--- config.mk ---
export PLATFORM = sky130hd
export DESIGN_NAME = sactl_way_sel
export DESIGN_NICKNAME = d
export VERILOG_FILES = /design/src/design/sactl_pkg.sv /design/src/design/sactl_way_sel.sv
export SDC_FILE = /design/constraint.sdc
export NUM_CORES = 1
export LEC_CHECK = 0
export BUFFER_PORTS_ARGS = -buffer_cell sky130_fd_sc_hd__buf_2
export CAP_MARGIN = 10
export CORE_AREA = 2 2 114 116
export DETAILED_ROUTE_END_ITERATION = 16
export DIE_AREA = 0 0 116 118
export PLACE_DENSITY = 0.75
export SYNTH_ARGS = -nofsm -noshare
export SYNTH_HDL_FRONTEND = slang
export SYNTH_SLANG_ARGS = --single-unit
export TNS_END_PERCENT = 10
--- constraint.sdc ---
create_clock -name vclk -period 8.27
set_clock_uncertainty 0.05 [all_clocks]
set_input_delay 1.2405 -clock vclk [all_inputs]
set_output_delay 1.2405 -clock vclk [all_outputs]
set_load 0.1 [all_outputs]
--- src/design/sactl_pkg.sv ---
// Shared types and constants for the set-associative cache tag lookup.
// Sizes, register indexes, the set row layout and the way-select result.
// No dependencies.
`default_nettype none

package sactl_pkg;

    // Cache geometry. SETS and WAYS must be powers of two.
    localparam int SETS   = 64;
    localparam int WAYS   = 4;
    localparam int SET_W  = $clog2(SETS);
    localparam int WAY_W  = $clog2(WAYS);
    localparam int ADDR_W = 32;
    localparam int TAG_W  = 32;
    localparam int STAMP_W = 32;
    localparam int CNT_W  = 32;

    // Configuration port
    localparam int CFG_IDX_W  = 2;
    localparam int CFG_DATA_W = 3;

    localparam logic [CFG_IDX_W-1:0] CFG_OFFSET_BITS    = 2'd0;
    localparam logic [CFG_IDX_W-1:0] CFG_SET_BITS       = 2'd1;
    localparam logic [CFG_IDX_W-1:0] CFG_REPLACE_POLICY = 2'd2;

    localparam logic [2:0] OFFSET_BITS_RST = 3'd2;
    localparam logic [2:0] SET_BITS_RST    = 3'd6;
    localparam logic [2:0] SET_BITS_MAX    = 3'(SET_W);

    typedef enum logic {
        POLICY_LRU  = 1'b0,
        POLICY_FIFO = 1'b1
    } policy_t;

    typedef enum logic {
        ST_IDLE   = 1'b0,
        ST_LOOKUP = 1'b1
    } state_t;

    // One memory row holds tag and stamp for every way of a set.
    typedef struct packed {
        logic [WAYS-1:0][STAMP_W-1:0] stamp;
        logic [WAYS-1:0][TAG_W-1:0]   tag;
    } row_t;

    localparam int ROW_W = $bits(row_t);

    // Lookup outcome: hit flag and the way that hit or gets filled.
    typedef struct packed {
        logic             hit;
        logic [WAY_W-1:0] way;
    } sel_t;

endpackage

`default_nettype wire

--- src/design/sactl_way_sel.sv ---
// Way selection: tag match across the set, else first invalid way,
// else oldest stamp (ties to the lowest way). Uses sactl_pkg.
`default_nettype none

module sactl_way_sel (
    input  wire logic              [sactl_pkg::WAYS-1:0]  valid,
    input  wire sactl_pkg::row_t                          row,
    input  wire logic              [sactl_pkg::TAG_W-1:0] tag,
    output      sactl_pkg::sel_t                          sel
);
    import sactl_pkg::*;

    always_comb
    begin
        logic             found_hit;
        logic [WAY_W-1:0] hit_way;
        logic             found_free;
        logic [WAY_W-1:0] free_way;
        logic [WAY_W-1:0] old_way;
        logic [STAMP_W-1:0] old_stamp;

        found_hit  = 1'b0;
        hit_way    = '0;
        found_free = 1'b0;
        free_way   = '0;

        // Scan downward so the lowest matching way wins.
        for (int w = WAYS - 1; w >= 0; w--)
        begin
            if (valid[w] && (row.tag[w] == tag))
            begin
                found_hit = 1'b1;
                hit_way   = WAY_W'(w);
            end
            if (!valid[w])
            begin
                found_free = 1'b1;
                free_way   = WAY_W'(w);
            end
        end

        // Oldest stamp; strict compare keeps ties on the lower way.
        old_way   = '0;
        old_stamp = row.stamp[0];
        for (int w = 1; w < WAYS; w++)
        begin
            if (row.stamp[w] < old_stamp)
            begin
                old_way   = WAY_W'(w);
                old_stamp = row.stamp[w];
            end
        end

        sel.hit = found_hit;
        priority if (found_hit)
        begin
            sel.way = hit_way;
        end
        else if (found_free)
        begin
            sel.way = free_way;
        end
        else
        begin
            sel.way = old_way;
        end
    end

endmodule

`default_nettype wire

# ---- Word level (Yosys, flattened, before mapping)
# Index checks and enable logic that the tools add are counted.
dict set report word_totals {
  regBits 0
  in_bits 292
  output_inout_bits 3
}
dict set report classes {
  order_cmp 3
  n_eq_ne 4
  n_mux 23
  reduce_logical 4
}
# op n
set ops {}
lappend ops {{$eq 32x32->1} 4}
lappend ops {{$lt 32x32->1} 3}
lappend ops {{$mux 32} 2}
lappend ops {{$mux 2} 12}
lappend ops {{$mux 1} 9}
lappend ops {{$logic_and 1x1->1} 4}

# ---- Longest topological paths before layout
# Gate-level depths: netlist of the first run.
dict set report logic_depth {
  ltp_word 8
  mapped_depth 30
  ltp_nobuf 26
}

# ---- Worst setup path before layout of the first run
# OpenSTA, ideal clock, no wires.
dict set report synth_path {
  path_kind {input to output}
  start {input port row[150] (netlist bit)}
  end {output port sel[1] (netlist bit)}
  t_arrival_ns 9.063
  t_required_ns 6.979
  path_slack_ns -2.083
  stages 29
  n_path_buf 4
  path_cell_list {inv_1 > ha_1 > nand4_2 > nor4_2 > nand2_1 > o2111a_1 > buf_6 > or2_2 > clkbuf_1 > buf_2 > a21oi_1 > ha_1 > a21oi_1 > o21ai_0 > a2111oi_0 > a21oi_1 > nor3b_1 > o31ai_4 > clkbuf_2 > o21ai_0 > ha_1 > a21o_1 > a21o_1 > a2111oi_0 > o311ai_0 > a211o_1 > nor2_1 > a21oi_1 > a311oi_1}
}
# item line
set synth_rtl {}
lappend synth_rtl {{start: declaration} sactl_way_sel.sv:7} ;# input wire sactl_pkg::row_t row,
lappend synth_rtl {{end: declaration} sactl_way_sel.sv:9} ;# output sactl_pkg::sel_t sel

==> impl_results.md, run 1 <==
* Largest net degree at the start of global routing at 26
* Hold_ws at 2972 ps
* Site row count at 41
* # port buffers at 295
* Sequential area share after synthesis at 0
* Core area at 12410 µm²
* Post-synth top cells: xor2_1 (109), ha_1 (93), nand2_1 (67), a21oi_1 (63)
* Max Fclk at 0.1192 GHz
* Die Footprint at 13690 µm²
* Clock buffer count at 0
* Ranking of synthesized cells by area: ha_1 (25%), xor2_1 (20%), a21oi_1 (6.7%), nor4_1 (5.9%), nand2_1 (5.3%)
* Starting density of the core at 0.3815
* Setup violations, final at 2
* Number of global-route vias before repair at 6543
* PwrDens at 98.98 nW/µm²
* Critical path class: input port to output port
* Vias per Instance at 5.692
* Period utilization at 1.015
* I/O pins at 295
* Worst-Margin Slew at 522.0 ps
* Die Span Y at 118 µm
* Final Worst Setup Slack at -122.4 ps
* Register area at 0 µm²
* Initial antenna violation count at 3
* Hold Path Class: input port to output port
* Hold Buf Count CTS at 0
* DIE WIDTH at 116 µm
* Delay of the slowest cell on the worst path at 360 ps
* Largest fanout on the critical path at 5
* First-pass GRT wire length at 33.38 mm
* Biggest area consumer among synthesized cells: ha_1
* Layout sequential cell count at 0
* Max stage delay cell, worst path: a2111oi_4
* Iteration count of the initial detailed-routing pass at 5
* Placed Instance Area at 6785 µm²
* Synthesized area at 4736 µm²
* Number of hold violations in the final report at 0
* 1st-iter DRT viols at 553
* Final Cell Area at 7690 µm²
* DR DRC count at 0
* YS warnings at 0
* Fin nets at 1387
* Mapped Avg Cell Area at 7.079 µm²
* Number of distinct library cells after synthesis at 54
* Synthesis-to-layout area growth at 62.38%
* Gr usage total at 0.3112
* Final critical-path required period at 8392 ps
* Relative slew slack at 0.6511
* Critical Path AT at 7100 ps
* Synth Net Count at 1054
* P_leak at 3.632 nW
* Final HPWL DP at 19.77 mm
* Yosys top cell area share at 0.2457
* Overflow after GRT at 0
* Most numerous cell in the Yosys netlist: xor2_1
* Global placement routability congestion at 0.9700
* Failing checks: negative setup slack
* Max IR drop VDD at 0.04296 mV
* Setup crit end kind: output port
* Vias at 6682
* Startpoint types: input port
* Share of cells above drive strength 1 at 0.4600
* Status: finished, violations left
* Fillers at 1143
* RSZ-0062 raised after global routing: yes
* Cells after synthesis at 669
* Antenna-violating nets left at 0
* Multi-input logic area at 5200 µm²
* Drt total wl at 23.89 mm
* Final number of max-transition violations at 0
* Avg WL per Cell at 20.35 µm
* Worst path required time at 6980 ps
* Total of max-cap violations at 0
-- worst max-delay path: cells and delay by family --
family                     cells  cell delay [ps]
adders and majority gates      3              800
buffers and inverters          7              990
AOI/OAI and AO/OA             15             3170
and+or+nand+nor                6              880
-- what timing repair did --
item	4_1_cts	5_1_grt
setup buffers	4	19
setup endpoints to repair	2	2
gates cloned	1	2
gates resized for setup	10	134
pin swaps	12	51
-- layout make-up --
cell class	instances	area share
Multi-Input combinational cell	618	0.6762
Timing Repair Buffer	348	0.2753
Inverter	34	0.01985
Antenna cell	2	0.0006508
Tap cell	172	0.02799
-- logic make-up after synthesis --
kind of cell	Yosys count	share of synthesized area
compound gates	152	0.1894
xor+xnor	128	0.2367
fa+ha+maj	93	0.2457
buf+inv	51	0.04835
simple gates	245	0.2798
-- worst paths after layout --
kind	depth (start not counted)	startpoint	slack (ps)	endpoint
min	4	valid[3]	2970	sel[0]
max	31	row[130]	-120	sel[1]
-- per-layer routing --
| layer | vias to the layer above | GRT usage | routed length (µm) |
|---|---|---|---|
| met5 | - | 0 | 13 |
| met4 | 2 | 0.1138 | 1098 |
| met3 | 79 | 0.04583 | 1919 |
| met2 | 364 | 0.5420 | 11620 |
| met1 | 3066 | 0.3820 | 9240 |
| li1 | 3171 | - | - |
-- metrics by stage --
step | TNS (ps) | setup WS (ps) | total power [mW] | util | cells
after floorplan | -134.9 | -134.9 | 0.3733 | - | 669
after global placement | -7.573 | -7.573 | 0.5912 | 0.5466 | 1146
after detailed placement | -126.1 | -90.17 | 0.5981 | 0.5466 | 1146
after CTS | 0 | 8.394 | 0.6154 | 0.5541 | 1151
after global routing | -655.0 | -348.4 | 0.8285 | 0.6194 | 1174
final | -224.6 | -122.4 | 0.7611 | 0.6194 | 1174
-- power by group --
group          switching [mW]  internal (mW)
Combinational           0.404          0.357
Sequential                  0              0
Clock                       0   0.0000000325
Total                   0.404          0.357
-- placed cells by master, fill, tap and decap left out, drive strengths merged, types with 4 or more instances in the layout --
cell / instances
and4: 7
buf: 345
ha: 93
nand4: 22
nand3: 7
o21a: 4
a2111oi: 4
a211oi: 4
xnor2: 19
nor2: 26
nor2b: 4
inv: 34
nor3: 38
nand2: 67
a21oi: 63
nand4b: 4
nor4: 46
a21o: 4
o211ai: 7
xor2: 109
o21ai: 49
No activity file was read; power rests on OpenSTA's default activity.
==> run 2: changes to the inputs <==
Settings changed: CORE_AREA 2 2 114 116 to not set, CORE_MARGIN set to 2, CORE_UTILIZATION set to 25, DIE_AREA 0 0 116 118 to not set, PLACE_DENSITY 0.75 to not set.
==> impl_results.md, run 2 (same netlist as run 1, synthesis figures left out) <==
* Status: finished, final reports clean
* Core area at 18640 µm²
* Startpoint types: input port
* Total power at 0.6595 mW
* I/O pins at 295
* Vias per Instance at 5.103
* Cell mode on critical path: buf_12
* Hold_ws at 2983 ps
* Met3 wire len at 1.696 mm
* Die Footprint at 20060 µm²
* Relative slew slack at 0.6110
* Worst path required time at 6980 ps
* Register area at 0 µm²
* Setup crit end kind: output port
* Starting density of the core at 0.2540
* Overflow after GRT at 0
* Vias at 6307
* Drt total wl at 22.62 mm
* Hold Buf Count CTS at 0
* Critical path's top delay family: compound AO/OA/AOI/OAI gates
* Final HPWL DP at 20.55 mm
* Top Metal Used: met4
* Period utilization at 0.9974
* Setup violations, final at 0
* Met1 WL at 9.289 mm
* Fin nets at 1388
* DR DRC count at 0
* Largest net degree at the start of global routing at 27
* Delay of the slowest cell on the worst path at 340 ps
* P_leak at 3.522 nW
* Number of hold violations in the final report at 0
* Global placement routability congestion at 0.9654
* Largest fanout on the critical path at 26
* Antenna-violating nets left at 0
* Post-route core utilization at 0.3842
* Max Fclk at 0.1212 GHz
* Most common cell after layout, fill and taps aside: buf_2
* Commonest non-fill, non-tap cells in the layout: buf_2 (292), xor2_1 (109), ha_1 (89)
* Max IR drop VDD at 0.03481 mV
* Fin Setup TNS at 0 ps
* Iteration count of the initial detailed-routing pass at 5
* # port buffers at 295
* Layout sequential cell count at 0
* Final Worst Setup Slack at 21.62 ps
* Number of global-route vias before repair at 6292
* Worst-Margin Slew at 578.2 ps
* Synthesis-to-layout area growth at 51.23%
* Initial antenna violation count at 1
* Share of cells above drive strength 1 at 0.3966
* 1st-iter DRT viols at 354
* Final critical-path required period at 8248 ps
* Bufs and invs on worst path at 7
* Die Span Y at 141.6 µm
* DIE WIDTH at 141.6 µm
* Max stage delay cell, worst path: nor4_2
* Met2 wire length at 10.80 mm
* Pre-CTS WS at -241.2 ps
* Final number of max-transition violations at 0
* First-pass GRT wire length at 33.30 mm
* Critical path class: input port to output port
* Gr usage total at 0.2123
* Critical Path AT at 6960 ps
* Total of max-cap violations at 0
* PwrDens at 92.09 nW/µm²
* Clock buffer count at 0
* Hold Path Class: input port to output port
* Avg WL per Cell at 18.30 µm
* Site row count at 50
* RSZ-0062 raised after global routing: yes
==> run 2: report_power, final <==
part	total (mW)	leakage, nW	switching [mW]	internal, mW
logic	0.660	3.52	0.356	0.303
registers	0	0	0	0
clock network	0.0000000162	0.00000634	0	0.0000000162
==> run 2: final timing paths <==
path,to,depth (start not counted),start
setup / recovery,sel[1],31,row[145]
hold / removal,sel[0],4,valid[0]
==> run 2: repair_timing <==
item | CTS | global route
pin swaps | 13 | 0
setup buffers | 1 | 0
resized for setup | 22 | 5
setup endpoints to repair | 2 | 2
==> run 2: tightest hold or removal path, cell delays in order <==
cell	delay, ps
buf_2	140
nand4_1	160
o31ai_4	90
buf_12	160
==> run 2: stage by stage <==
stage	std cells	area, µm²
finish	1236	7162
floorplan	669	4962
global route	1236	7162
CTS	1235	7139
global placement	1234	7071
detailed placement	1234	7071
==> run 2: area by class of cell <==
cell class	instances	area [µm²]
fillers	2009	11480
multi-input cells	618	4746
repair buffers	349	1968
well taps	234	292.8
inverters	34	152.6
diodes	1	2.502
==> run 2: routing by layer <==
layer	vias to the layer above	global-route usage
li1	3162	-
met1	2796	0.2640
met2	306	0.3771
met3	43	0.02666
met4	0	0.07368
met5	-	0
==> run 3: changes to the inputs <==
Settings changed: CAP_MARGIN 10 to 20, REMOVE_ABC_BUFFERS set to 1.
==> impl_results.md, run 3 (same netlist as run 1, synthesis figures left out) <==
* Startpoint types: input port
* Most common cell after layout, fill and taps aside: buf_2
* Gr usage total at 0.2249
* Worst-Margin Slew at 703.6 ps
* Cell mode on critical path: ha_1
* Status: finished, violations left
* Critical path class: input port to output port
* RSZ-0062 raised after global routing: yes
* Delay of the slowest cell on the worst path at 360 ps
* Site row count at 50
* Max stage delay cell, worst path: a311oi_2
* Drt total wl at 24.00 mm
* Worst path required time at 6980 ps
* Setup violations, final at 2
* Die Footprint at 20060 µm²
* First-pass GRT wire length at 35.49 mm
* Initial antenna violation count at 3
* Critical Path AT at 7130 ps
* Vias per Instance at 5.057
* PwrDens at 94.02 nW/µm²
* Post-route core utilization at 0.4211
* 1st-iter DRT viols at 307
* Non-Filler Instances at 1311
* Overflow after GRT at 0
* Max Fclk at 0.1187 GHz
* Max IR drop VDD at 0.05312 mV
* Final number of max-transition violations at 0
* P_leak at 3.916 nW
* Failing checks: negative setup slack
* Register area at 0 µm²
* Bufs and invs on worst path at 7
* Hold Buf Count CTS at 0
* Cell count after placement at 1291
* Hold_ws at 2947 ps
* DIE WIDTH at 141.6 µm
* Number of global-route vias before repair at 6670
* # port buffers at 295
* Final Worst Setup Slack at -153.9 ps
* Clock buffer count at 0
* Antenna-violating nets left at 0
* Core area at 18640 µm²
* I/O pins at 295
* Fin nets at 1461
* Avg WL per Cell at 18.30 µm
* Setup crit end kind: output port
* Die Span Y at 141.6 µm
* Final critical-path required period at 8424 ps
* Fillers at 1980
* Global placement routability congestion at 0.9736
* Iteration count of the initial detailed-routing pass at 5
* Largest net degree at the start of global routing at 17
* Starting density of the core at 0.2540
* Vias at 6630
* Number of hold violations in the final report at 0
* Final HPWL DP at 21.13 mm
* Largest fanout on the critical path at 14
* Critical path's top delay family: compound AO/OA/AOI/OAI gates
* Hold Path Class: input port to output port
* Period utilization at 1.019
* Relative slew slack at 0.5299
* Synthesis-to-layout area growth at 65.79%
* Share of cells above drive strength 1 at 0.4544
* DR DRC count at 0
* Layout sequential cell count at 0
* Fin Setup TNS at -233.3 ps
* Total of max-cap violations at 0
* Commonest non-fill, non-tap cells in the layout: buf_2 (294), buf_4 (113), xor2_1 (109)
## run 3: report_power, final
| group | internal, mW | total [mW] | switching, mW |
|---|---|---|---|
| logic | 0.356 | 0.738 | 0.382 |
| registers | 0 | 0 | 0 |
| clock network | 0.0000000485 | 0.0000000485 | 0 |
| total | 0.356 | 0.738 | 0.382 |
## run 3: worst min-delay path, delay by kind of cell
kind	cells	cell delay, ps
buf+inv	2	310
simple gates	1	110
compound gates	1	100
## run 3: final cells by class
class / instances / area [µm²] / share of cell area
multi-input combinational: 619 / 4872 / 0.6206
timing repair buffer: 421 / 2551 / 0.3249
tap: 234 / 292.8 / 0.03729
inverter: 34 / 127.6 / 0.01625
antenna: 3 / 7.507 / 0.0009562
## run 3: what timing repair did
action	CTS	global route
gates cloned	3	1
gates resized for setup	60	26
endpoints found under the setup margin	2	2
pin swaps	18	22
setup buffers	10	3
## run 3: path summary, 6_finish.rpt
check | from | to | cells past startpoint
setup / recovery | row[159] | sel[1] | 30
hold / removal | valid[3] | sel[0] | 4
## run 3: per-layer routing
| layer | wire, µm | part of all wire | up-vias | global-route usage |
|---|---|---|---|---|
| met5 | 0 | 0 | - | 0 |
| met4 | 941 | 0.039 | 0 | 0.07316 |
| met1 | 9485 | 0.40 | 2978 | 0.2674 |
| met3 | 1486 | 0.062 | 42 | 0.02194 |
| li1 | - | - | 3317 | - |
| met2 | 12080 | 0.50 | 293 | 0.4218 |
## run 3: stage by stage
step / power, mW / cell area, µm² / setup WS, ps
final: 0.7382 / 7851 / -153.9
after global routing: 0.8129 / 7844 / -456.0
after CTS: 0.7082 / 7647 / -132.3
after detailed placement: 0.6317 / 7288 / -889.0
after global placement: 0.6280 / 7288 / -815.2
after floorplan: 0.3263 / 4634 / -3515
