<file path="src/design/sactl_ram.sv">
// Generic single-port-write, single-port-read RAM with registered read data.
// No dependencies.
`default_nettype none

module sactl_ram #(
    parameter int WIDTH = 8,
    parameter int DEPTH = 16
) (
    input  wire logic                     clk,
    input  wire logic                     we,
    input  wire logic [$clog2(DEPTH)-1:0] waddr,
    input  wire logic [WIDTH-1:0]         wdata,
    input  wire logic                     re,
    input  wire logic [$clog2(DEPTH)-1:0] raddr,
    output      logic [WIDTH-1:0]         rdata
);

    logic [WIDTH-1:0] mem [DEPTH];
    logic [WIDTH-1:0] rdata_reg;

    always_ff @(posedge clk)
    begin
        if (we)
        begin
            mem[waddr] <= wdata;
        end
    end

    always_ff @(posedge clk)
    begin
        if (re)
        begin
            rdata_reg <= mem[raddr];
        end
    end

    assign rdata = rdata_reg;

endmodule

`default_nettype wire

</file>
<file path="config.mk">
export PLATFORM = sky130hd
export DESIGN_NAME = sactl_ram
export DESIGN_NICKNAME = d
export VERILOG_FILES = /design/src/design/sactl_ram.sv
export SDC_FILE = /design/constraint.sdc
export NUM_CORES = 1
export LEC_CHECK = 0
export BUFFER_PORTS_ARGS = -buffer_cell sky130_fd_sc_hd__buf_2
export CAP_MARGIN = 20
export CELL_PAD_IN_SITES_DETAIL_PLACEMENT = 1
export CELL_PAD_IN_SITES_GLOBAL_PLACEMENT = 1
export CORE_MARGIN = 2
export CORE_UTILIZATION = 44
export DETAILED_ROUTE_END_ITERATION = 7
export PLACE_DENSITY_LB_ADDON = 0.3
export SLEW_MARGIN = 5
export SYNTH_ARGS = -nofsm -noshare
export SYNTH_HDL_FRONTEND = slang
export SYNTH_SLANG_ARGS = --single-unit
</file>
<file path="constraint.sdc">
create_clock -name clk -period 2.2 [get_ports clk]
set_input_delay 0.44 -clock clk [delete_from_list [all_inputs] [get_ports clk]]
set_output_delay 0.44 -clock clk [all_outputs]
set_load 0.05 [all_outputs]
</file>
* After elaboration in Yosys (flattened, before gate mapping)
Memories as Yosys holds them, arrays and structs flattened. A register that Yosys moved wholly into a read port is not among the register bits. Index checks and enable logic that the tools add are counted.
Storage, ports and cells: register bits after elaboration 0, bits in writable memories 128, bits of input ports 19, word-level logic and storage cells 3, memories 1
Operators by class: multiplexer cells 2
Memory list:
- mem | words 16, width 8, rd ports 1, clocked after memory_dff 1, wr ports 1, line 18 | logic [WIDTH-1:0] mem [DEPTH];
Operator list (count):
- 2-to-1 mux 1 bit | 2

* Longest topological paths before layout
Gate-level depths: netlist of the first run.
word-level depth 2, depth in mapped cells 5, gate-level depth less buffers 3

* Worst setup path before layout of the first run
No wires, ideal clock.
path type input -> register, start point input waddr[2], end point memory mem[0][0], enable pin, library setup time 0.383 ns, data arrival time 1.550 ns, required time 1.817 ns, slack 0.267 ns, stages 2, path buffers 0, path through or3b_2 -> nor3_1
RTL lines:
- from (decl) | line 11 | input wire logic [$clog2(DEPTH)-1:0] waddr,
- to (decl) | line 18
No word-level cell before the write port.

==> results of run 1 <==
## synthesized netlist by cell type
master,number
buf_4,1
nand2_1,9
nand2b_1,2
mux4_2,18
and2_1,1
nor2b_1,1
mux4_1,14
buf_6,3
or3b_2,1
nand3b_1,2
clkdlybuf4s25_2,3
a22oi_1,16
and2b_1,1
nor3_1,4
nand3_1,1
edfxtp_1,136
buf_2,3
nor2_1,13
## logic make-up after synthesis
kind of cell,Yosys count,share of synthesized area
AOI/OAI and AO/OA,16,0.02298
buffers and inverters,10,0.01651
DFF,136,0.7812
muxes,32,0.1479
and+or+nand+nor,35,0.03136
## worst paths after layout
path | startpoint | end | slack, ps | cells after the start
max | raddr[0] | rdata[5]$_DFFE_PP_ | 540 | 5
min | wdata[1] | mem[14][1]$_DFFE_PP_ | 410 | 1
max reg2reg | mem[9][5]$_DFFE_PP_ | rdata[5]$_DFFE_PP_ | 610 | 3
min reg2reg | mem[4][2]$_DFFE_PP_ | rdata[2]$_DFFE_PP_ | 760 | 3
## final cells by class
cell class	count	area [um^2]	share of cell area
flip-flops and latches	136	4084	0.6586
multi-input cells	83	1057	0.1705
clock buffers	17	425.4	0.06860
repair buffers	47	325.3	0.05246
well taps	143	178.9	0.02885
clock inverters	15	130.1	0.02098
## placed cells by master (no fill, tap or decap), types with 3 or more instances in the layout
master        n
buf_12        3
nor3_1        4
clkinvlp_4    4
clkinv_4      4
buf_2        26
nor2_1       13
nand2_1       9
mux4_2       18
edfxtp_1    136
a22oi_1      16
mux4_1       14
buf_4        18
clkbuf_16    17
## metal layers
layer	global-route usage	wire (um)	share of wire
met5	0	0	0
met3	0.04821	537	0.050
met4	0.07480	192	0.018
met1	0.2329	4627	0.43
met2	0.3050	5487	0.51
## power breakdown
part	leakage (nW)	total, mW	switching, mW	internal [mW]
Clock	0.261	2.61	1.06	1.55
Sequential	1.24	2.94	0.0173	2.92
Combinational	0.598	0.318	0.199	0.119
## per-stage QoR
| stage | power [mW] | setup slack [ps] | hold WS [ps] |
|---|---|---|---|
| 4_1_cts | 5.915 | 522.9 | 402.8 |
| 3_3_place_gp | 3.301 | 126.1 | 722.6 |
| 3_5_place_dp | 3.315 | 92.52 | 739.1 |
| 6_report | 5.863 | 538.5 | 405.2 |
| 2_1_floorplan | 3.177 | 267.1 | 538.9 |
| 5_1_grt | 6.018 | 507.4 | 408.1 |
==> flow_results.xml, run 1 <==
<?xml version="1.0" encoding="UTF-8"?>
<metrics>
  <group name="outcome">
    <metric name="status" unit="">finished with violations</metric>
    <metric name="failed_checks" unit="">DRC</metric>
  </group>
  <group name="timing">
    <metric name="timing.setup.tns" unit="ps">0</metric>
    <metric name="finalMaxSlewViolations" unit="">0</metric>
    <metric name="measured_slew_at_the_worst_slew_check_pin" unit="ps">412.9</metric>
    <metric name="worst_max_slew_margin_expressed_relative_to_the_limit" unit="">0.7247</metric>
    <metric name="finalCriticalPeriod" unit="ps">1661</metric>
    <metric name="grt_setup_unrepaired" unit="">no</metric>
    <metric name="report.final.hold_viol_count" unit="">0</metric>
    <metric name="setup-violations-final" unit="">0</metric>
    <metric name="finClkSkew" unit="ps">16.84</metric>
    <metric name="post-route-period-util" unit="">0.7552</metric>
    <metric name="max_freq" unit="MHz">601.9</metric>
  </group>
  <group name="setup_path">
    <metric name="critical_path_class" unit="">primary input to register</metric>
    <metric name="critical-path-slowest-cell" unit="">mux4_1</metric>
    <metric name="critical_path.max_fanout" unit="">20</metric>
    <metric name="worst_setup_path_end_kind" unit="">register</metric>
    <metric name="timing.critical_path.buf_inv" unit="">2</metric>
    <metric name="timing.critical_path.required" unit="ps">2350</metric>
    <metric name="timing.critical_path.from_type" unit="">primary input</metric>
    <metric name="critical-path-top-delay-family" unit="">multiplexers</metric>
    <metric name="critPathArrivalTime" unit="ps">1810</metric>
    <metric name="path_cells" unit="">buf_2, buf_12, mux4_1, a22oi_1, nand2_1</metric>
    <metric name="cpPeakStageDelay" unit="ps">570</metric>
  </group>
  <group name="power_and_ir_drop">
    <metric name="ir_drop" unit="uV">464.0</metric>
    <metric name="static_leak" unit="nW">2.095</metric>
    <metric name="cellPowerDensity" unit="nW/um^2">945.4</metric>
  </group>
  <group name="floorplan">
    <metric name="core_area" unit="um^2">11520</metric>
    <metric name="io_pins" unit="">27</metric>
    <metric name="floorplan.die_area" unit="um^2">12770</metric>
    <metric name="die_boundary_width" unit="um">113</metric>
    <metric name="die_outline_height" unit="um">113</metric>
    <metric name="initial_core_util" unit="">0.4539</metric>
    <metric name="rows" unit="">39</metric>
  </group>
  <group name="routing">
    <metric name="detail-route-antenna-nets" unit="">0</metric>
    <metric name="drc" unit="">2</metric>
    <metric name="detail_route.wirelength" unit="um">10850</metric>
    <metric name="detailed_route_wire_length_per_cell" unit="um">24.59</metric>
    <metric name="drt_first_iter_violations" unit="">200</metric>
    <metric name="vias" unit="">2493</metric>
    <metric name="drt_first_pass_iters" unit="">6</metric>
    <metric name="vias_per_cell" unit="">5.653</metric>
  </group>
  <group name="clock_network">
    <metric name="clk_latency" unit="ps">420</metric>
    <metric name="numCtsBuffers" unit="">17</metric>
    <metric name="post_cts_resized" unit="">0</metric>
    <metric name="post-cts-setup-buffers" unit="">0</metric>
    <metric name="clkTransAtPathRegs" unit="ps">60</metric>
    <metric name="tritoncts" unit="">yes</metric>
    <metric name="htreeDepth" unit="">4</metric>
    <metric name="clock-root-buffer" unit="">clkbuf_16</metric>
    <metric name="ctsHoldBuffers" unit="">0</metric>
    <metric name="clock_tree.buffer_depth" unit="">2</metric>
    <metric name="clock_sink_count" unit="">136</metric>
  </group>
  <group name="logic_synthesis">
    <metric name="syn_inst" unit="">229</metric>
    <metric name="post_synth_instance_area" unit="um^2">5228</metric>
    <metric name="synth_seq_cells" unit="">136</metric>
    <metric name="synth.top_cell.area_share" unit="">0.7812</metric>
    <metric name="synth_seq_area_share" unit="">0.7812</metric>
    <metric name="ys.warnings.count" unit="">0</metric>
    <metric name="syn_nets" unit="">248</metric>
    <metric name="yosys.area.top_type" unit="">edfxtp_1</metric>
    <metric name="ys_types" unit="">18</metric>
    <metric name="syn-mean-instance-area" unit="um^2">22.83</metric>
    <metric name="synth_area_leaders" unit="">edfxtp_1 (78%), mux4_2 (7.8%), mux4_1 (7.0%)</metric>
  </group>
  <group name="placement">
    <metric name="detailedPlacementHpwl" unit="um">6950</metric>
    <metric name="dp_cells" unit="">409</metric>
    <metric name="place_area" unit="um^2">5645</metric>
    <metric name="gp_congestion" unit="">0.7136</metric>
    <metric name="port_buffers" unit="">26</metric>
  </group>
  <group name="global_route">
    <metric name="grt_pass1_wl" unit="um">16330</metric>
    <metric name="antenna_found_initial" unit="">0</metric>
    <metric name="grt_start_max_net_pins" unit="">33</metric>
    <metric name="grt_remaining_overflow" unit="">0</metric>
    <metric name="first_global_vias" unit="">2666</metric>
    <metric name="gr-usage-all-layers" unit="">0.1839</metric>
  </group>
  <group name="cells_and_area">
    <metric name="syn2layout_area_growth" unit="%">18.62</metric>
    <metric name="largest_register_ff_count" unit="">128</metric>
    <metric name="antenna_cells" unit="">0</metric>
    <metric name="post_route_utilization" unit="">0.5385</metric>
    <metric name="final_area" unit="um^2">6201</metric>
    <metric name="finalNonFillerCells" unit="">441</metric>
    <metric name="layout-drive-gt1-share" unit="">0.3221</metric>
    <metric name="finalNetCount" unit="">304</metric>
    <metric name="n_fill_cell" unit="">1021</metric>
  </group>
  <group name="job">
    <metric name="drv.max_cap_violation_count" unit="">0</metric>
  </group>
  <group name="min_path">
    <metric name="hold_path_class" unit="">primary input to register</metric>
  </group>
</metrics>
(Power assumes the default switching activity.)
==> inputs of run 2 (changes only) <==
clock period = 1.55 ns   (was 2.2 ns; I/O delays follow)
==> run 2 against run 1 <==
Against the previous run: the run still ends with DRC left; non-clock buffer count rose by 9; design area is 1.8% higher; via count up 2.5%; final cell count increased by 2.0%; flip-flop and latch count unchanged.
==> flow_results.xml, run 2 (synthesis results as in run 1) <==
<?xml version="1.0" encoding="UTF-8"?>
<metrics>
  <group name="cells_and_area">
    <metric name="finalNonFillerCells" unit="">450</metric>
    <metric name="layout_commonest_cell" unit="">edfxtp_1</metric>
    <metric name="antenna_cells" unit="">0</metric>
    <metric name="layout.cells.most_common_list" unit="">edfxtp_1 (136), buf_2 (26), buf_4 (26)</metric>
    <metric name="layout-drive-gt1-share" unit="">0.3681</metric>
    <metric name="largest_register_ff_count" unit="">128</metric>
    <metric name="finalNetCount" unit="">313</metric>
    <metric name="syn2layout_area_growth" unit="%">20.80</metric>
  </group>
  <group name="power_and_ir_drop">
    <metric name="static_leak" unit="nW">2.139</metric>
    <metric name="cellPowerDensity" unit="nW/um^2">1383</metric>
    <metric name="ir_drop" unit="uV">698.3</metric>
  </group>
  <group name="setup_path">
    <metric name="crit-reg2reg-launch" unit="">mem[11][3]$_DFFE_PP_</metric>
    <metric name="critical_path.max_fanout" unit="">1</metric>
    <metric name="critPathArrivalTime" unit="ps">1670</metric>
    <metric name="critical_path_class" unit="">register to register</metric>
    <metric name="critPathLaunch" unit="">mem[11][3]$_DFFE_PP_</metric>
    <metric name="timing.critical_path.from_type" unit="">register</metric>
    <metric name="timing.critical_path.required" unit="ps">1690</metric>
    <metric name="worst_setup_path_end_kind" unit="">register</metric>
  </group>
  <group name="global_route">
    <metric name="grt_remaining_overflow" unit="">0</metric>
    <metric name="first_global_vias" unit="">2844</metric>
    <metric name="antenna_found_initial" unit="">0</metric>
    <metric name="grt_pass1_wl" unit="um">17440</metric>
    <metric name="grt_start_max_net_pins" unit="">17</metric>
    <metric name="gr-usage-all-layers" unit="">0.1944</metric>
  </group>
  <group name="outcome">
    <metric name="status" unit="">finished with violations</metric>
    <metric name="failed_checks" unit="">DRC</metric>
  </group>
  <group name="job">
    <metric name="drv.max_cap_violation_count" unit="">0</metric>
  </group>
  <group name="routing">
    <metric name="detailed_route_wire_length_per_cell" unit="um">25.07</metric>
    <metric name="detail-route-antenna-nets" unit="">0</metric>
    <metric name="drt_first_pass_iters" unit="">7</metric>
    <metric name="detail_route.wirelength" unit="um">11280</metric>
    <metric name="vias" unit="">2555</metric>
    <metric name="vias_per_cell" unit="">5.678</metric>
    <metric name="drt_first_iter_violations" unit="">207</metric>
    <metric name="drc" unit="">3</metric>
  </group>
  <group name="floorplan">
    <metric name="die_outline_height" unit="um">113</metric>
    <metric name="die_boundary_width" unit="um">113</metric>
    <metric name="initial_core_util" unit="">0.4539</metric>
    <metric name="core_area" unit="um^2">11520</metric>
    <metric name="rows" unit="">39</metric>
    <metric name="floorplan.die_area" unit="um^2">12770</metric>
    <metric name="io_pins" unit="">27</metric>
  </group>
  <group name="clock_network">
    <metric name="clock-root-buffer" unit="">clkbuf_16</metric>
    <metric name="clock_sink_count" unit="">136</metric>
    <metric name="ctsHoldBuffers" unit="">0</metric>
    <metric name="post-cts-setup-buffers" unit="">0</metric>
    <metric name="tritoncts" unit="">yes</metric>
    <metric name="clk_latency" unit="ps">410</metric>
    <metric name="clkTransAtPathRegs" unit="ps">60</metric>
    <metric name="clock_tree.buffer_depth" unit="">2</metric>
    <metric name="numCtsBuffers" unit="">17</metric>
    <metric name="htreeDepth" unit="">4</metric>
  </group>
  <group name="placement">
    <metric name="place_worst_setup_slack" unit="ps">-417.4</metric>
    <metric name="gp_congestion" unit="">0.7009</metric>
    <metric name="detailedPlacementHpwl" unit="um">7274</metric>
    <metric name="port_buffers" unit="">26</metric>
    <metric name="dp_cells" unit="">418</metric>
  </group>
  <group name="min_path">
    <metric name="timing.hold.worst.start" unit="">re</metric>
    <metric name="hold_path_class" unit="">primary input to register</metric>
  </group>
  <group name="timing">
    <metric name="measured_slew_at_the_worst_slew_check_pin" unit="ps">836.1</metric>
    <metric name="timing.setup.tns" unit="ps">0</metric>
    <metric name="finalHoldWorstSlack" unit="ps">264.9</metric>
    <metric name="post-route-period-util" unit="">0.9840</metric>
    <metric name="finalCriticalPeriod" unit="ps">1525</metric>
    <metric name="worst_max_slew_margin_expressed_relative_to_the_limit" unit="">0.4414</metric>
    <metric name="finalMaxSlewViolations" unit="">0</metric>
    <metric name="finalWorstSetupSlack" unit="ps">24.78</metric>
    <metric name="grt_setup_unrepaired" unit="">no</metric>
    <metric name="setup-violations-final" unit="">0</metric>
    <metric name="report.final.hold_viol_count" unit="">0</metric>
    <metric name="max_freq" unit="MHz">655.6</metric>
    <metric name="finClkSkew" unit="ps">6.732</metric>
  </group>
</metrics>
## run 2: critical path, stage by stage (launching register included)
cell	delay, ps
edfxtp_1	370
mux4_2	490
a22oi_2	180
buf_4	130
nand2_1	80
## run 2: cell type report
| type | count | area, um^2 |
|---|---|---|
| fill | 1000 | 5201 |
| clock inverter | 11 | 153.9 |
| tap | 143 | 178.9 |
| multi-input combinational | 83 | 1061 |
| timing repair buffer | 56 | 396.6 |
| clock buffer | 21 | 440.4 |
| sequential | 136 | 4084 |
## run 2: power breakdown
part / switching, mW / internal (mW)
sequential: 0.0238 / 4.15
combinational: 0.295 / 0.191
clock: 1.41 / 2.66
## run 2: per-layer routing
layer	global-route usage	vias to the layer above	routed length, um
met4	0.06667	0	131
li1	-	1106	-
met2	0.3158	97	5902
met1	0.2598	1341	4571
met3	0.04874	11	677
met5	0	-	0
## run 2: what timing repair did
action,4_1_cts,5_1_grt
setup endpoints to repair,2,3
gates resized for setup,2,4
pin swaps,0,0
## run 2: worst paths after layout
kind	endpoint	slack (ps)	cells past startpoint
min	rdata[2]$_DFFE_PP_	260	1
min reg2reg	rdata[2]$_DFFE_PP_	750	3
max reg2reg	rdata[3]$_DFFE_PP_	20	4
max	rdata[3]$_DFFE_PP_	20	4
## run 2: stage by stage
step           utilization  total power, mW  area [um^2]
5_1_grt             0.5483            8.990         6315
6_report            0.5483            8.732         6315
2_1_floorplan            -            4.517         5218
3_5_place_dp        0.4942            4.730         5692
3_3_place_gp        0.4942            4.705         5692
4_1_cts             0.5467            8.799         6296
==> inputs of run 3 (changes only) <==
ABC_CLOCK_PERIOD_IN_PS = 1550   (was unset)
PLACE_DENSITY = 0.73   (was unset)
PLACE_DENSITY_LB_ADDON = unset   (was 0.3)
==> run 3 against run 2 <==
Against the previous run: worst setup slack improved by 21 ps; critical path type unchanged; critical endpoint unchanged; design area fell by 1.1%; flip-flop and latch count did not move; worst hold slack improved by 8.0 ps; the flow still finishes with violations (DRC).
==> flow_results.xml, run 3 (synthesis results as in run 1) <==
<?xml version="1.0" encoding="UTF-8"?>
<metrics>
  <group name="timing">
    <metric name="finalCriticalPeriod" unit="ps">1504</metric>
    <metric name="setup-violations-final" unit="">0</metric>
    <metric name="finalMaxSlewViolations" unit="">0</metric>
    <metric name="worst_max_slew_margin_expressed_relative_to_the_limit" unit="">0.4831</metric>
    <metric name="max_freq" unit="MHz">664.9</metric>
    <metric name="finalHoldWorstSlack" unit="ps">272.9</metric>
    <metric name="timing.setup.tns" unit="ps">0</metric>
    <metric name="post-route-period-util" unit="">0.9703</metric>
    <metric name="finClkSkew" unit="ps">14.12</metric>
    <metric name="report.final.hold_viol_count" unit="">0</metric>
    <metric name="measured_slew_at_the_worst_slew_check_pin" unit="ps">772.5</metric>
  </group>
  <group name="setup_path">
    <metric name="critical_path_class" unit="">register to register</metric>
    <metric name="ff2ff_path_depth" unit="">3</metric>
    <metric name="critical_path.max_fanout" unit="">1</metric>
    <metric name="worst_setup_path_end_kind" unit="">register</metric>
    <metric name="critPathArrivalTime" unit="ps">1650</metric>
    <metric name="timing.critical_path.from_type" unit="">register</metric>
    <metric name="timing.critical_path.required" unit="ps">1700</metric>
  </group>
  <group name="cells_and_area">
    <metric name="antenna_cells" unit="">0</metric>
    <metric name="layout_commonest_cell" unit="">edfxtp_1</metric>
    <metric name="ff_latch_area" unit="um^2">4084</metric>
    <metric name="largest_register_ff_count" unit="">128</metric>
    <metric name="layout-drive-gt1-share" unit="">0.3586</metric>
    <metric name="syn2layout_area_growth" unit="%">19.41</metric>
    <metric name="finalNetCount" unit="">310</metric>
    <metric name="multi_input_comb_area" unit="um^2">1051</metric>
    <metric name="n_fill_cell" unit="">1016</metric>
    <metric name="layout.cells.most_common_list" unit="">edfxtp_1 (136), buf_2 (26), mux4_2 (25)</metric>
    <metric name="final_area" unit="um^2">6242</metric>
  </group>
  <group name="routing">
    <metric name="detail_route.wirelength" unit="um">11710</metric>
    <metric name="drt_first_pass_iters" unit="">6</metric>
    <metric name="drc" unit="">2</metric>
    <metric name="vias" unit="">2557</metric>
    <metric name="detailed_route_wire_length_per_cell" unit="um">26.19</metric>
    <metric name="detail-route-antenna-nets" unit="">0</metric>
    <metric name="vias_per_cell" unit="">5.720</metric>
    <metric name="drt_first_iter_violations" unit="">171</metric>
  </group>
  <group name="clock_network">
    <metric name="htreeDepth" unit="">4</metric>
    <metric name="post-cts-setup-buffers" unit="">0</metric>
    <metric name="numCtsBuffers" unit="">17</metric>
    <metric name="clock-root-buffer" unit="">clkbuf_16</metric>
    <metric name="clock_tree.buffer_depth" unit="">2</metric>
    <metric name="clk_latency" unit="ps">420</metric>
    <metric name="clkTransAtPathRegs" unit="ps">60</metric>
    <metric name="clock_sink_count" unit="">136</metric>
    <metric name="tritoncts" unit="">yes</metric>
  </group>
  <group name="outcome">
    <metric name="failed_checks" unit="">DRC</metric>
    <metric name="status" unit="">finished with violations</metric>
  </group>
  <group name="floorplan">
    <metric name="rows" unit="">39</metric>
    <metric name="initial_core_util" unit="">0.4539</metric>
    <metric name="io_pins" unit="">27</metric>
    <metric name="floorplan.die_area" unit="um^2">12770</metric>
    <metric name="die_outline_height" unit="um">113</metric>
    <metric name="core_area" unit="um^2">11520</metric>
    <metric name="die_boundary_width" unit="um">113</metric>
  </group>
  <group name="min_path">
    <metric name="min_path_cells" unit="">1</metric>
    <metric name="hold_path_class" unit="">primary input to register</metric>
  </group>
  <group name="power_and_ir_drop">
    <metric name="cellPowerDensity" unit="nW/um^2">1344</metric>
    <metric name="ir_drop" unit="uV">819.4</metric>
    <metric name="static_leak" unit="nW">2.112</metric>
  </group>
  <group name="global_route">
    <metric name="first_global_vias" unit="">2785</metric>
    <metric name="grt_remaining_overflow" unit="">0</metric>
    <metric name="gr-usage-all-layers" unit="">0.2015</metric>
    <metric name="grt_pass1_wl" unit="um">17840</metric>
    <metric name="grt_start_max_net_pins" unit="">25</metric>
    <metric name="antenna_found_initial" unit="">0</metric>
  </group>
  <group name="placement">
    <metric name="place_area" unit="um^2">5682</metric>
    <metric name="port_buffers" unit="">26</metric>
    <metric name="detailedPlacementHpwl" unit="um">7594</metric>
    <metric name="gp_congestion" unit="">0.7958</metric>
  </group>
  <group name="job">
    <metric name="drv.max_cap_violation_count" unit="">0</metric>
  </group>
</metrics>
## run 3: cell types whose count changed in the layout (fill, tap and decap cells not counted), sizes merged
cell,before,now
buf,56,53
bufinv,4,2
clkbuf,21,20
clkinv,6,9
## run 3: timing repair
action	4_1_cts	5_1_grt
gates resized for setup	0	3
hold buffers	0	0
endpoints found under the hold margin	0	0
setup endpoints to repair	0	3
## run 3: area by class of cell
| cell class | instances | area share |
|---|---|---|
| Sequential cell | 136 | 0.6542 |
| Timing Repair Buffer | 53 | 0.06133 |
| Multi-Input combinational cell | 83 | 0.1684 |
| Clock inverter | 12 | 0.01744 |
| Clock buffer | 20 | 0.06995 |
| Tap cell | 143 | 0.02866 |
## run 3: power breakdown
group          switching [mW]  total (mW)  leakage, nW  internal [mW]
combinational           0.299       0.481        0.606          0.182
sequential             0.0252        4.17         1.24           4.15
clock                    1.41        3.74        0.270           2.33
total                    1.73        8.39         2.11           6.66
## run 3: worst max-delay path, cell delays in order, from the launching register on
cell      delay [ps]
edfxtp_1         350
mux4_2           510
a22oi_1          260
nand2_1          110
## run 3: worst paths after layout
check / startpoint / slack [ps] / to
setup / recovery: mem[3][3]$_DFFE_PP_ / 50 / rdata[3]$_DFFE_PP_
hold / removal: re / 270 / rdata[7]$_DFFE_PP_
setup reg to reg: mem[3][3]$_DFFE_PP_ / 50 / rdata[3]$_DFFE_PP_
hold reg to reg: mem[15][4]$_DFFE_PP_ / 760 / rdata[4]$_DFFE_PP_
## run 3: metal layers
| metal | part of all wire | track usage |
|---|---|---|
| met5 | 0 | 0 |
| met4 | 0.016 | 0.07724 |
| met3 | 0.044 | 0.05303 |
| met2 | 0.53 | 0.3389 |
| met1 | 0.41 | 0.2528 |
## run 3: stage by stage
stage	utilization	total power, mW	instances	worst slack, ps
after detailed placement	0.4934	4.726	415	-418.2
after global placement	0.4934	4.696	415	-354.1
final	0.5420	8.390	447	45.97
after global routing	0.5420	8.644	447	-3.183
after floorplan	-	4.517	229	-26.15
after CTS	0.5407	8.454	447	0.3306
